**config.mk**
```make
export PLATFORM = sky130hd
export DESIGN_NAME = masked_byte_pattern_search_top_flat
export DESIGN_NICKNAME = d
export VERILOG_FILES = /design/src/hw/rtl/mbps_pkg.sv /design/src/hw/rtl/mbps_in_if.sv /design/src/hw/rtl/mbps_out_if.sv /design/src/hw/rtl/mbps_cell.sv /design/src/hw/rtl/masked_byte_pattern_search_top.sv /design/src/flat_wrapper.sv
export SDC_FILE = /design/constraint.sdc
export NUM_CORES = 1
export LEC_CHECK = 0
export ABC_AREA = 1
export BUFFER_PORTS_ARGS = -buffer_cell sky130_fd_sc_hd__buf_2
export CORE_MARGIN = 3
export CORE_UTILIZATION = 57
export DETAILED_ROUTE_END_ITERATION = 6
export PLACE_DENSITY_LB_ADDON = 0.05
export REMOVE_ABC_BUFFERS = 1
export SLEW_MARGIN = 40
export SYNTH_ARGS = -nofsm -noshare
export SYNTH_HDL_FRONTEND = slang
export SYNTH_SLANG_ARGS = --single-unit
export TNS_END_PERCENT = 5
```
**constraint.sdc**
```tcl
create_clock -name clk -period 2.6 [get_ports clk]
set_clock_uncertainty 0.2 [all_clocks]
set_input_delay 0.65 -clock clk [delete_from_list [all_inputs] [get_ports clk]]
set_output_delay 0.65 -clock clk [all_outputs]
set_load 0.02 [all_outputs]
```
**src/hw/rtl/mbps_pkg.sv**
```systemverilog
// ----------------------------------------------------------------------------
// Masked byte pattern search package
// Shared constants and types for the pattern cells and the top level.
// ----------------------------------------------------------------------------
package mbps_pkg;

    // Operation codes carried by an input item.
    localparam logic OP_LOAD = 1'b0;
    localparam logic OP_SCAN = 1'b1;

    // Configuration register indexes.
    localparam int CFG_INDEX_W = 1;
    localparam logic [CFG_INDEX_W-1:0] CFG_PATTERN_LENGTH = 1'b0;
    localparam logic [CFG_INDEX_W-1:0] CFG_START_OFFSET   = 1'b1;

    // Fixed field widths.
    localparam int CFG_DATA_W    = 32;
    localparam int PLEN_W        = 7;
    localparam int ENTRY_INDEX_W = 6;
    localparam int BYTE_W        = 8;
    localparam int MATCH_OFFSET_W = 32;

    // Controls broadcast along the cell row.
    typedef struct packed {
        logic scan_en;
        logic restart;
    } cell_ctrl_t;

endpackage

```
**src/hw/rtl/mbps_in_if.sv**
```systemverilog
// ----------------------------------------------------------------------------
// Input channel
// Valid/ready channel carrying one load or scan item.
// ----------------------------------------------------------------------------
interface mbps_in_if;

    logic                               valid;
    logic                               ready;
    logic                               operation;
    logic [mbps_pkg::ENTRY_INDEX_W-1:0] entry_index;
    logic [mbps_pkg::BYTE_W-1:0]        pattern_byte;
    logic                               must_match;
    logic [mbps_pkg::BYTE_W-1:0]        data_byte;
    logic                               is_last;

    modport source (
        output valid, operation, entry_index, pattern_byte, must_match, data_byte, is_last,
        input  ready
    );

    modport sink (
        input  valid, operation, entry_index, pattern_byte, must_match, data_byte, is_last,
        output ready
    );

endinterface

```
**src/hw/rtl/mbps_out_if.sv**
```systemverilog
// ----------------------------------------------------------------------------
// Result channel
// Valid/ready channel carrying one search result item.
// ----------------------------------------------------------------------------
interface mbps_out_if;

    logic                                valid;
    logic                                ready;
    logic                                found;
    logic [mbps_pkg::MATCH_OFFSET_W-1:0] match_offset;

    modport source (
        output valid, found, match_offset,
        input  ready
    );

    modport sink (
        input  valid, found, match_offset,
        output ready
    );

endinterface

```
**src/hw/rtl/mbps_cell.sv**
```systemverilog
// ----------------------------------------------------------------------------
// Pattern cell
// Holds one pattern entry and the partial-match bit of its alignment.
// ----------------------------------------------------------------------------
module mbps_cell (
    input  logic                        clk,
    input  logic                        rst_n,
    input  mbps_pkg::cell_ctrl_t        ctrl,
    input  logic                        load_en,
    input  logic [mbps_pkg::BYTE_W-1:0] pattern_byte,
    input  logic                        must_match,
    input  logic [mbps_pkg::BYTE_W-1:0] data_byte,
    input  logic                        prev_match,
    output logic                        match_next,
    output logic                        partial
);

    logic [mbps_pkg::BYTE_W-1:0] expected_reg;
    logic                        care_reg;
    logic                        partial_reg;
    logic                        partial_next;
    logic                        hit;

    assign hit        = !care_reg || (expected_reg == data_byte);
    assign match_next = prev_match && hit;
    assign partial    = partial_reg;

    always_comb
    begin
        partial_next = partial_reg;
        if (ctrl.scan_en)
        begin
            partial_next = ctrl.restart ? 1'b0 : match_next;
        end
    end

    always_ff @(posedge clk)
    begin
        if (load_en)
        begin
            expected_reg <= pattern_byte;
            care_reg     <= must_match;
        end
    end

    always_ff @(posedge clk or negedge rst_n)
    begin
        if (!rst_n)
        begin
            partial_reg <= 1'b0;
        end
        else
        begin
            partial_reg <= partial_next;
        end
    end

endmodule

```
**src/hw/rtl/masked_byte_pattern_search_top.sv**
```systemverilog
// ----------------------------------------------------------------------------
// Masked byte pattern search
// Finds the first place in a byte section where a wildcard pattern matches.
// ----------------------------------------------------------------------------
//  Channel   Dir  Handshake      Carries
//  in_ch     in   valid/ready    operation, entry_index, pattern_byte,
//                                must_match, data_byte, is_last
//  out_ch    out  valid/ready    found, match_offset
//  cfg_*     in   write enable   pattern_length (0), start_offset (1)
//
// The cell row updates all partial matches at once, so one item is
// accepted per cycle while the result register is empty or drains.
// A result appears in the output register the cycle after its item.
// Input ready drops only while a result waits and the sink holds off.
// Reset clears the partial matches and scan state; pattern entries must be
// loaded before they are used.
// ----------------------------------------------------------------------------
module masked_byte_pattern_search_top #(
    parameter int MAX_PATTERN  = 64,
    parameter int OFFSET_WIDTH = 32
) (
    input  logic                                clk,
    input  logic                                rst_n,
    mbps_in_if.sink                             in_ch,
    mbps_out_if.source                          out_ch,
    input  logic                                cfg_we,
    input  logic [mbps_pkg::CFG_INDEX_W-1:0]    cfg_index,
    input  logic [mbps_pkg::CFG_DATA_W-1:0]     cfg_wdata
);

    localparam int IDX_W  = (MAX_PATTERN > 1) ? $clog2(MAX_PATTERN) : 1;
    localparam int LEN_W  = (IDX_W + 1 > mbps_pkg::PLEN_W) ? IDX_W + 1 : mbps_pkg::PLEN_W;
    localparam int LOAD_W = (IDX_W > mbps_pkg::ENTRY_INDEX_W) ? IDX_W : mbps_pkg::ENTRY_INDEX_W;

    logic [IDX_W-1:0]                     tail_idx_reg;
    logic [IDX_W-1:0]                     tail_idx_next;
    logic [mbps_pkg::CFG_DATA_W-1:0]      start_offset_reg;
    logic [mbps_pkg::CFG_DATA_W-1:0]      start_offset_next;
    logic [OFFSET_WIDTH-1:0]              base_reg;
    logic [OFFSET_WIDTH-1:0]              base_next;
    logic [OFFSET_WIDTH-1:0]              scan_pos_reg;
    logic [OFFSET_WIDTH-1:0]              scan_pos_next;
    logic                                 reported_reg;
    logic                                 reported_next;
    logic                                 out_valid_reg;
    logic                                 out_valid_next;
    logic                                 found_reg;
    logic                                 found_next;
    logic [mbps_pkg::MATCH_OFFSET_W-1:0]  offset_reg;
    logic [mbps_pkg::MATCH_OFFSET_W-1:0]  offset_next;

    logic [LEN_W-1:0]                     wr_len;
    logic [IDX_W-1:0]                     wr_tail;
    logic                                 in_fire;
    logic                                 scan_fire;
    logic                                 load_fire;
    logic                                 hit_now;
    logic                                 emit_found;
    logic                                 emit_miss;
    mbps_pkg::cell_ctrl_t                 ctrl;
    logic [MAX_PATTERN-1:0]               match_vec;
    logic [MAX_PATTERN-1:0]               partial_vec;
    logic [MAX_PATTERN-1:0]               prev_vec;
    logic [MAX_PATTERN-1:0]               load_vec;

    assign in_ch.ready = !out_valid_reg || out_ch.ready;
    assign in_fire     = in_ch.valid && in_ch.ready;
    assign scan_fire   = in_fire && (in_ch.operation == mbps_pkg::OP_SCAN);
    assign load_fire   = in_fire && (in_ch.operation == mbps_pkg::OP_LOAD);

    assign ctrl.scan_en = scan_fire;
    assign ctrl.restart = in_ch.is_last;

    // Cell row: each cell takes the previous cell's partial match; cell zero
    // always sees an open alignment.
    genvar gi;
    generate
        for (gi = 0; gi < MAX_PATTERN; gi++)
        begin : g_cell
            if (gi == 0)
            begin : g_head
                assign prev_vec[gi] = 1'b1;
            end
            else
            begin : g_body
                assign prev_vec[gi] = partial_vec[gi-1];
            end

            assign load_vec[gi] = load_fire &&
                (LOAD_W'(in_ch.entry_index) == LOAD_W'(gi));

            mbps_cell u_cell (
                .clk          (clk),
                .rst_n        (rst_n),
                .ctrl         (ctrl),
                .load_en      (load_vec[gi]),
                .pattern_byte (in_ch.pattern_byte),
                .must_match   (in_ch.must_match),
                .data_byte    (in_ch.data_byte),
                .prev_match   (prev_vec[gi]),
                .match_next   (match_vec[gi]),
                .partial      (partial_vec[gi])
            );
        end
    endgenerate

    assign hit_now    = match_vec[tail_idx_reg];
    assign emit_found = scan_fire && !reported_reg && hit_now;
    assign emit_miss  = scan_fire && !reported_reg && !hit_now && in_ch.is_last;

    // Pattern length is clamped to 1..MAX_PATTERN and kept as its last index.
    always_comb
    begin
        wr_len = LEN_W'(cfg_wdata[mbps_pkg::PLEN_W-1:0]);
        if (wr_len == '0)
        begin
            wr_tail = '0;
        end
        else if (wr_len > LEN_W'(MAX_PATTERN))
        begin
            wr_tail = IDX_W'(MAX_PATTERN - 1);
        end
        else
        begin
            wr_tail = IDX_W'(wr_len - LEN_W'(1));
        end
    end

    // The base offset folds start_offset and the pattern length together so
    // a match needs only one add with the scan position.
    always_comb
    begin
        tail_idx_next     = tail_idx_reg;
        start_offset_next = start_offset_reg;
        base_next         = base_reg;
        if (cfg_we)
        begin
            unique case (cfg_index)
                mbps_pkg::CFG_PATTERN_LENGTH:
                begin
                    tail_idx_next = wr_tail;
                    base_next     = OFFSET_WIDTH'(start_offset_reg) - OFFSET_WIDTH'(wr_tail);
                end
                mbps_pkg::CFG_START_OFFSET:
                begin
                    start_offset_next = cfg_wdata;
                    base_next         = OFFSET_WIDTH'(cfg_wdata) - OFFSET_WIDTH'(tail_idx_reg);
                end
                default:
                begin
                    tail_idx_next = tail_idx_reg;
                end
            endcase
        end
    end

    always_comb
    begin
        scan_pos_next = scan_pos_reg;
        reported_next = reported_reg;
        if (scan_fire)
        begin
            if (in_ch.is_last)
            begin
                scan_pos_next = '0;
                reported_next = 1'b0;
            end
            else
            begin
                scan_pos_next = scan_pos_reg + OFFSET_WIDTH'(1);
                reported_next = reported_reg || hit_now;
            end
        end
    end

    always_comb
    begin
        out_valid_next = out_valid_reg;
        found_next     = found_reg;
        offset_next    = offset_reg;
        if (emit_found || emit_miss)
        begin
            out_valid_next = 1'b1;
            found_next     = emit_found;
            offset_next    = emit_found ?
                mbps_pkg::MATCH_OFFSET_W'(base_reg + scan_pos_reg) : '0;
        end
        else if (out_ch.ready)
        begin
            out_valid_next = 1'b0;
        end
    end

    always_ff @(posedge clk or negedge rst_n)
    begin
        if (!rst_n)
        begin
            tail_idx_reg     <= '0;
            start_offset_reg <= '0;
            base_reg         <= '0;
            scan_pos_reg     <= '0;
            reported_reg     <= 1'b0;
            out_valid_reg    <= 1'b0;
        end
        else
        begin
            tail_idx_reg     <= tail_idx_next;
            start_offset_reg <= start_offset_next;
            base_reg         <= base_next;
            scan_pos_reg     <= scan_pos_next;
            reported_reg     <= reported_next;
            out_valid_reg    <= out_valid_next;
        end
    end

    always_ff @(posedge clk)
    begin
        found_reg  <= found_next;
        offset_reg <= offset_next;
    end

    assign out_ch.valid        = out_valid_reg;
    assign out_ch.found        = found_reg;
    assign out_ch.match_offset = offset_reg;

endmodule
```
**src/flat_wrapper.sv**
```systemverilog
// flat-port wrapper written by rule: the top's interface ports become plain ports
module masked_byte_pattern_search_top_flat 
#(
    parameter int MAX_PATTERN  = 64,
    parameter int OFFSET_WIDTH = 32
)
  (clk, rst_n, cfg_we, cfg_index, cfg_wdata, in_ch_valid, in_ch_operation, in_ch_entry_index, in_ch_pattern_byte, in_ch_must_match, in_ch_data_byte, in_ch_is_last, in_ch_ready, out_ch_valid, out_ch_found, out_ch_match_offset, out_ch_ready);
  mbps_in_if in_ch_i ();
  mbps_out_if out_ch_i ();
  input  logic clk;
  input  logic rst_n;
  input  logic cfg_we;
  input  logic [mbps_pkg::CFG_INDEX_W-1:0] cfg_index;
  input  logic [mbps_pkg::CFG_DATA_W-1:0] cfg_wdata;
  input wire logic [$bits(in_ch_i.valid)-1:0] in_ch_valid;
  input wire logic [$bits(in_ch_i.operation)-1:0] in_ch_operation;
  input wire logic [$bits(in_ch_i.entry_index)-1:0] in_ch_entry_index;
  input wire logic [$bits(in_ch_i.pattern_byte)-1:0] in_ch_pattern_byte;
  input wire logic [$bits(in_ch_i.must_match)-1:0] in_ch_must_match;
  input wire logic [$bits(in_ch_i.data_byte)-1:0] in_ch_data_byte;
  input wire logic [$bits(in_ch_i.is_last)-1:0] in_ch_is_last;
  output wire logic [$bits(in_ch_i.ready)-1:0] in_ch_ready;
  output wire logic [$bits(out_ch_i.valid)-1:0] out_ch_valid;
  output wire logic [$bits(out_ch_i.found)-1:0] out_ch_found;
  output wire logic [$bits(out_ch_i.match_offset)-1:0] out_ch_match_offset;
  input wire logic [$bits(out_ch_i.ready)-1:0] out_ch_ready;
  assign in_ch_i.valid = in_ch_valid;
  assign in_ch_i.operation = in_ch_operation;
  assign in_ch_i.entry_index = in_ch_entry_index;
  assign in_ch_i.pattern_byte = in_ch_pattern_byte;
  assign in_ch_i.must_match = in_ch_must_match;
  assign in_ch_i.data_byte = in_ch_data_byte;
  assign in_ch_i.is_last = in_ch_is_last;
  assign in_ch_ready = in_ch_i.ready;
  assign out_ch_valid = out_ch_i.valid;
  assign out_ch_found = out_ch_i.found;
  assign out_ch_match_offset = out_ch_i.match_offset;
  assign out_ch_i.ready = out_ch_ready;
  masked_byte_pattern_search_top #(.MAX_PATTERN(MAX_PATTERN), .OFFSET_WIDTH(OFFSET_WIDTH)) u_core (.clk(clk), .rst_n(rst_n), .in_ch(in_ch_i), .out_ch(out_ch_i), .cfg_we(cfg_we), .cfg_index(cfg_index), .cfg_wdata(cfg_wdata));
endmodule
```
After elaboration in Yosys (flattened, before gate mapping) --
Cells that the tools add are included.
Word-level totals: word-level logic and storage cells 680, register bits after elaboration 776, output and inout bits 35
Cells by class: muxes and demuxes 72, $lt $le $gt $ge 2, reductions and logical operators 273, equality and inequality tests 127, bitwise logic cells 2, $add $sub $neg 5
Operators by type and width (number):
- == test 8 bit | 64
- == test 6 bit (second input constant) | 32
- logical AND 1 bit | 134
- == test 6 x 5 -> 1 bit (second input constant) | 16
- logical NOT 1 bit | 67
- logical OR 1 bit | 67
- two-way mux 1 bit | 67
- case mux 32 bit (2 select lines) | 1
- subtractor 32 x 6 -> 32 bit | 2
- == test 6 x 4 -> 1 bit (second input constant) | 8
- adder 32 x 1 -> 32 bit (second input constant) | 1
- adder 32 bit | 1
- two-way mux 32 bit | 1
- == test 6 x 3 -> 1 bit (second input constant) | 4
- == test 6 x 2 -> 1 bit (second input constant) | 2
- two-way mux 6 bit | 2
- > comparator 7 bit (second input constant) | 1
- logical NOT 7 bit | 1
- < comparator 6 x 7 -> 1 bit (second input constant) | 1
- binary-select mux 1 bit (select 6 bit) | 1
- == test 6 x 1 -> 1 bit (second input constant) | 1
- logical NOT 6 bit | 1
- subtractor 6 x 1 -> 6 bit (second input constant) | 1
- AND reduction 2 bit | 2
- other kinds (2) | 3

Logic depth before layout (Yosys ltp) --
Gate-level depths: netlist of run 1.
depth in word-level cells 10, mapped depth 25

Cells and area by module --
Synthesis of run 1 repeated with hierarchy kept, for this count alone.
Unflattened totals: cell total of the unflattened synthesis 4434, area total of the unflattened synthesis 39753.1 um^2
Modules (own cells, without submodules):
- mbps_cell | sequential area each 295.3 um^2, cells an instance 44, area an instance 452.9 um^2, times used 64
- masked_byte_pattern_search_top | sequential area each 3593.4 um^2, cells an instance 1618, area an instance 10765.3 um^2, times used 1

Worst setup path after synthesis of run 1 --
No wires, ideal clock.
kind input-to-reg, from input cfg_wdata[0] (netlist bit), to register u_core.base_reg[30], buffers on the path 0, slack -1144 ps, setup time 66 ps, arrival time 3479 ps, stages on the path 24, cells stage by stage inv_1 ha_1 nand4_1 inv_1 nor2_1 nor2_1 nor2_1 ha_1 inv_2 fa_1 nand2_1 o21ai_1 nand2_1 nand3_1 nor2_1 inv_2 nor2_1 nand3_1 nor3_2 nand2_1 xor2_1 o21ai_1 nand2_1 nand2_1
On the way: word-level cells in the longest chain between the ends 5
RTL lines:
- start, declared | line flat_wrapper.sv:14 | input logic [mbps_pkg::CFG_DATA_W-1:0] cfg_wdata;
- subtractor 6 x 1 -> 6 bit or > comparator 7 bit (tied branches) | line masked_byte_pattern_search_top.sv:125, masked_byte_pattern_search_top.sv:119
- two-way mux 6 bit | line masked_byte_pattern_search_top.sv:119 | else if (wr_len > LEN_W'(MAX_PATTERN))
- two-way mux 6 bit (*) | line masked_byte_pattern_search_top.sv:115 | if (wr_len == '0)
- net u_core.wr_tail[0] | line masked_byte_pattern_search_top.sv:53 | logic [IDX_W-1:0] wr_tail;
- subtractor 32 x 6 -> 32 bit (*) | line masked_byte_pattern_search_top.sv:142 | base_next = OFFSET_WIDTH'(start_offset_reg) - OFFSET_WIDTH'(wr_tail);
- case mux 32 bit (2 select lines) (*) | line masked_byte_pattern_search_top.sv:138 | unique case (cfg_index)
- end signal, assigned | line masked_byte_pattern_search_top.sv:209 | base_reg <= base_next;
- end, declared | line masked_byte_pattern_search_top.sv:39 | logic [OFFSET_WIDTH-1:0] base_reg;
Mark *: on every way through the listed nets, which the timed path passes. The rest lies on a longest branch. A chain may end at the register's enable or synchronous reset.

Final worst setup path of run 1 --
from input cfg_wdata[0] (netlist bit), to register u_core.base_reg[2]
The elaborated chain is that of the path after synthesis.

==> flow_summary.toml, run 1 <==
[worst_setup_path]
crit_path_frequent_cell = "buf_4"
crit_cells = 26
r2r_cells = 15
critPathMaxStageDelay_ns = 0.22
reg2reg_to = "u_core.base_reg[26]"
crit_fanout = 2
worstReg2RegStart = "u_core.tail_idx_reg[2]"
end_kind = "flop"
critical_path_buf_inv_count = 16
start_kind = "input port"
required_ns = 2.91
rrSetupSlack_ns = -0.32
critPathArrivalTime_ns = 3.42
critPathKind = "in2reg"
crit_family = "buffers and inverters"
slowest_stage = "fa_2"

[floorplanning]
rows = 92
die_h_um = 260.8
die_area_um2 = 68000
initial_core_util = 0.5812
core_area_um2 = 63660
die_w_um = 260.8
io_pins = 98

[drt]
vias = 27640
dr.pass1.iters = 7
viasPerCell = 5.615
route.detailed.drc = 0
antenna_left = 0
drt_wl_total_um = 102600
drt-initial-drc-count = 2796
routedWlPerCell_um = 20.84

[hold_path]
min-delay-start = "cfg_wdata[29]"
hp-class = "in2reg"
hold_path_depth = 3
holdPathEnd = "u_core.start_offset_reg[29]"

[global_routing]
grt_max_degree = 65
grt_pass1_vias = 27360
grt_usage = 0.3033
grt.overflow.total = 0
grt_first_pass_wirelength_um = 156100
antenna_found_initial = 1

[timing]
hold_viol_final = 0
finalCriticalPeriod_ns = 3.108
timing.fmax_mhz = 321.8
finalCritPeriodShare = 1.195
tightest_slew_ns = 0.7459
rsz0062_at_grt = "true"
setup_viol = 91
worst_slack_ns = -0.5078
slew_headroom = 0.5028
slew_violations = 0

[placed_design]
place_worst_setup_slack_ns = -1.520
place_congestion = 0.8798
dp_hpwl_um = 68830
io_buffers = 97

[synthesis]
synth-seq-cells = 776
ys_warn_count = 0
synth_compound_area_frac = 0.05451
synth_cell_type_count = 52
netlist_area_um2 = 37000
synth_fa_ha_area_frac = 0.01718
synth-xor-area-share = 0.09327
netlist_instances = 3516
synth_edf_count = 609
synth_mux_area_frac = 0
yosysSeqAreaShare = 0.6072
synth_top_family_by_area = "simple AND/OR/NAND/NOR gates"
async_reset_ff_frac = 0.2152
synthSimpleGateAreaFrac = 0.1807
ys.flop_type = "edfxtp_1"
avgSynthCellArea_um2 = 10.52

[final_layout]
drive_above_1_share = 0.1983
final_nets = 4119
final_common_cell = "nand2_1"
largest_reg_flops = 512
area_growth_pct = 21.65
final_core_util = 0.7071
final_cell_mix = "nand2_1 (809), edfxtp_1 (609), buf_4 (370)"

[cts]
clk_pin_slew_ns = 0.06
h-tree-depth = 3
cts_buffers = 82
clk_latency_ns = 0.64
clockRootBuffer = "clkbuf_16"
cts_tree = "built"
cts_buffer_depth = 3
cts.sinks = 776

[outcome]
status = "finished with violations"
failed_checks = "negative setup slack"

[power]
powerDensity_nw_per_um2 = 640.1
p_leak_nw = 18.00
vdd_ir_drop_max_uv = 729.0

[flow_run]
max_cap_viol_count = 0
==> worst min-delay path, stage by stage <==
cell and delay, ns:
buf_2 0.13, nand2_1 0.05, o21ai_0 0.06
==> metal layers <==
metal,part of all wire,GRT usage,vias up
li1,-,-,12870
met1,0.43,0.4228,13520
met2,0.47,0.4902,1054
met3,0.073,0.04454,199
met4,0.032,0.1053,0
met5,0,0,-
==> cells in the mapped netlist (11+ instances only) <==
master	instances	share of area
a21oi_1	94	0.013
inv_1	270	0.027
buf_2	25	0.0034
o21ai_0	99	0.013
ha_1	46	0.016
nor3_1	32	0.0043
a32o_1	63	0.017
dfrtp_1	167	0.11
clkbuf_1	45	0.0046
nand3_1	229	0.031
buf_6	15	0.0046
nand4_1	61	0.010
or2_2	51	0.0086
nand2_1	827	0.084
nor2_1	355	0.036
edfxtp_1	609	0.49
xnor2_1	361	0.085
buf_4	25	0.0051
xor2_1	33	0.0078
buf_1	11	0.0011
a31oi_1	12	0.0020
==> report_power, final <==
| part | internal, mW | switching, mW | total [mW] |
|---|---|---|---|
| Clock | 6.39 | 4.88 | 11.3 |
| Combinational | 1.47 | 2.18 | 3.66 |
| Sequential | 13.7 | 0.228 | 13.9 |
| Total | 21.5 | 7.29 | 28.8 |
==> how the worst max path moves through the flow <==
stage	start	slack [ns]	to
5_1_grt	cfg_wdata[0]	-0.64	u_core.base_reg[30]
2_1_floorplan	out_ch_ready	-1.40	u_core.g_cell[10].u_cell.partial
6_report	cfg_wdata[0]	-0.51	u_core.base_reg[2]
4_1_cts	cfg_wdata[1]	-0.46	u_core.base_reg[30]
3_3_place_gp	cfg_wdata[1]	-1.54	u_core.base_reg[30]
3_5_place_dp	cfg_wdata[1]	-1.52	u_core.base_reg[22]
==> kinds of logic (layout without fill, tap and decap cells) <==
family | Yosys count | count (layout)
flip-flops | 776 | 776
XOR/XNOR | 394 | 394
buffers and inverters | 401 | 960
AND/OR/NAND/NOR | 1584 | 1584
other | 0 | 1
adder cells (fa/ha/maj) | 49 | 49
AO/OA/AOI/OAI | 312 | 312
==> per-stage QoR <==
step	power, mW	TNS [ns]	hold WS (ns)	cells	cell area (um2)
global route	29.79	-26.51	0.1093	4922	45010
floorplan	15.63	-146.28	0.1544	3394	36300
global placement	17.48	-99.31	0.2674	4753	41700
CTS	28.89	-9.608	0.08836	4920	44780
detailed placement	17.54	-128.69	0.2769	4753	41700
finish	28.81	-13.42	0.1190	4922	45010
==> layout make-up <==
class / count / area [um2]
clock buffers: 117 / 2327
repair buffers: 529 / 4576
flip-flops and latches: 776 / 22470
diodes: 1 / 2.502
multi-input cells: 2339 / 13240
clock inverters: 35 / 277.8
fillers: 4561 / 18650
well taps: 846 / 1059
inverters: 279 / 1059
==> what timing repair did <==
| item | CTS | global route |
|---|---|---|
| pin swaps | 18 | 17 |
| setup endpoints to repair | 91 | 117 |
| hold buffers | 1 | 0 |
| hold endpoints to repair | 30 | 0 |
| buffers inserted | 14 | 1 |
| resized for setup | 91 | 58 |
Note: power is estimated with default switching activity, not from simulation.
==> run 2, diff against run 1 <==
--- a/config.mk
+++ b/config.mk
@@ -15,5 +15,6 @@
 export SLEW_MARGIN = 40
 export SYNTH_ARGS = -nofsm -noshare
 export SYNTH_HDL_FRONTEND = slang
+export SYNTH_HIERARCHICAL = 1
 export SYNTH_SLANG_ARGS = --single-unit
 export TNS_END_PERCENT = 5
==> flow_summary.toml, run 2 <==
[drt]
routedWlPerCell_um = 18.41
drt-initial-drc-count = 2638
antenna_left = 0
dr.pass1.iters = 6
viasPerCell = 5.180
vias = 30870
route.detailed.drc = 0
drt_wl_total_um = 109700

[floorplanning]
die_area_um2 = 72860
io_pins = 98
rows = 96
core_area_um2 = 68830
die_w_um = 269.9
initial_core_util = 0.5769
die_h_um = 269.9

[worst_setup_path]
critPathMaxStageDelay_ns = 0.18
critPathArrivalTime_ns = 3.00
critPathKind = "in2reg"
path_cells = "buf_12 -> buf_12 -> buf_12 -> buf_4 -> xnor2_1 -> nand2_1 -> nor2_2 -> nand2_2 -> a21boi_1 -> nand2_1 -> nand3_2 -> nand3_4 -> nand2_2 -> nand2_1 -> nand3_1 -> nand3_2 -> nand2_4 -> nand2_4 -> nand2_8 -> clkbuf_16"
end_kind = "flop"
slowest_stage = "clkbuf_16"
crit_fanout = 8
required_ns = 2.74
start_kind = "input port"

[synthesis]
netlist_instances = 4427
avgSynthCellArea_um2 = 8.969
netlist_area_um2 = 39700
ys_warn_count = 6

[cts]
cts_tree = "built"
cts_buffers = 82
cts.sinks = 776
clk_latency_ns = 0.64
clockRootBuffer = "clkbuf_16"
cts_buffer_depth = 3
clk_pin_slew_ns = 0.06
h-tree-depth = 3

[global_routing]
grt_max_degree = 65
grt_first_pass_wirelength_um = 164300
grt.overflow.total = 0
antenna_found_initial = 2
grt_usage = 0.2901
grt_pass1_vias = 29570

[timing]
worst_slack_ns = -0.2546
tightest_slew_ns = 0.6018
setup_viol = 66
finalCriticalPeriod_ns = 2.855
slew_violations = 0
rsz0062_at_grt = "true"
hold_viol_final = 0
slew_headroom = 0.5988
timing.fmax_mhz = 350.3
whs_ns = 0.1155
finalCritPeriodShare = 1.098

[power]
p_leak_nw = 21.56
p_sw_mw = 7.566
powerDensity_nw_per_um2 = 602.4
power.internal_mw = 21.69
clkPwrFrac = 0.386
swShare = 0.2586
p_comb_frac = 0.139
power_frac_seq = 0.475
vdd_ir_drop_max_uv = 625.0

[outcome]
failed_checks = "negative setup slack"
status = "finished with violations"

[hold_path]
hp-class = "in2reg"

[placed_design]
place_area_um2 = 44410
place_congestion = 0.9075
dp_hpwl_um = 72540
io_buffers = 97

[final_layout]
area_growth_pct = 22.34
largest_reg_flops = 512
final_cell_mix = "nand2_1 (1472), inv_1 (631), edfxtp_1 (609)"
final_area_um2 = 48570
drive_above_1_share = 0.1595
final_nets = 5073
final_common_cell = "nand2_1"

[flow_run]
max_cap_viol_count = 0
==> run 2: cell count changes in the layout (fill, tap and decap cells not counted), sizes merged, moves of 20 or more <==
cell | before | now
nor2 | 359 | 432
inv | 279 | 647
a21boi | 4 | 66
xnor2 | 361 | 323
nand4 | 61 | 27
nand2 | 828 | 1517
nand3 | 234 | 214
or2 | 52 | 5
buf | 528 | 473
a32o | 63 | 0
==> run 2: stage by stage <==
step / std cells / total power, mW / utilization / TNS (ns) / worst slack, ns
floorplan: 4392 / 15.90 / - / -36.31 / -0.6719
global placement: 5759 / 17.71 / 0.6453 / -89.33 / -0.9515
detailed placement: 5759 / 17.75 / 0.6453 / -91.35 / -0.9788
CTS: 5922 / 29.11 / 0.6880 / -5.066 / -0.1538
global route: 5959 / 30.31 / 0.7058 / -14.64 / -0.2898
finish: 5959 / 29.26 / 0.7058 / -11.02 / -0.2546
==> run 2: what timing repair did <==
item / in CTS / in global routing
endpoints found under the setup margin: 92 / 94
buffers inserted: 11 / 27
resized for setup: 59 / 185
gates cloned: 1 / 10
endpoints found under the hold margin: 40 / 0
hold buffers: 1 / 0
pin swaps: 1 / 59
==> run 2: final timing paths <==
path	to	cells after the start	slack [ns]	from
worst max-delay path	u_core/out_ch.match_offset[31]	20	-0.25	in_ch_data_byte[3]
worst min-delay path	u_core/start_offset_reg[31]	3	0.12	cfg_wdata[31]
worst max register to register	u_core/out_ch.match_offset[31]	16	-0.12	u_core/g_cell[5].u_cell/expected_reg[2]
worst min register to register	u_core/scan_pos_reg[31]	1	0.28	u_core/scan_pos_reg[31]
max in group asynchronous	u_core/start_offset_reg[10]	3	1.26	rst_n
min in group asynchronous	u_core/scan_pos_reg[30]	2	0.34	rst_n
==> run 2: worst max-delay path: cells and delay by family <==
kind,cells,cell delay (ns)
simple gates,13,1.28
buf+inv,5,0.74
compound gates,1,0.15
xor+xnor,1,0.14
==> run 2: layer usage <==
layer	vias to the layer above	global-route usage	routed length, um
li1	15210	-	-
met2	953	0.4780	51640
met3	187	0.03562	6860
met1	14510	0.4053	47920
met4	0	0.08964	3293
met5	-	0	0
==> run 2: power by group through the flow <==
stage	Clock (mW)	Combinational, mW	Sequential (mW)
after floorplan	0	1.76	14.1
after global placement	0	3.58	14.1
after detailed placement	0	3.62	14.1
after CTS	11.5	3.73	13.9
after global routing	11.9	4.45	13.9
final	11.3	4.06	13.9
==> run 2: layout make-up <==
type                       count  area (um2)
antenna                        1       2.502
clock inverter                35       311.5
fill                        5292       20250
tap                          931        1165
timing repair buffer         485        4558
multi-input combinational   2969       15370
inverter                     647        2441
sequential                   776       22470
clock buffer                 115        2256
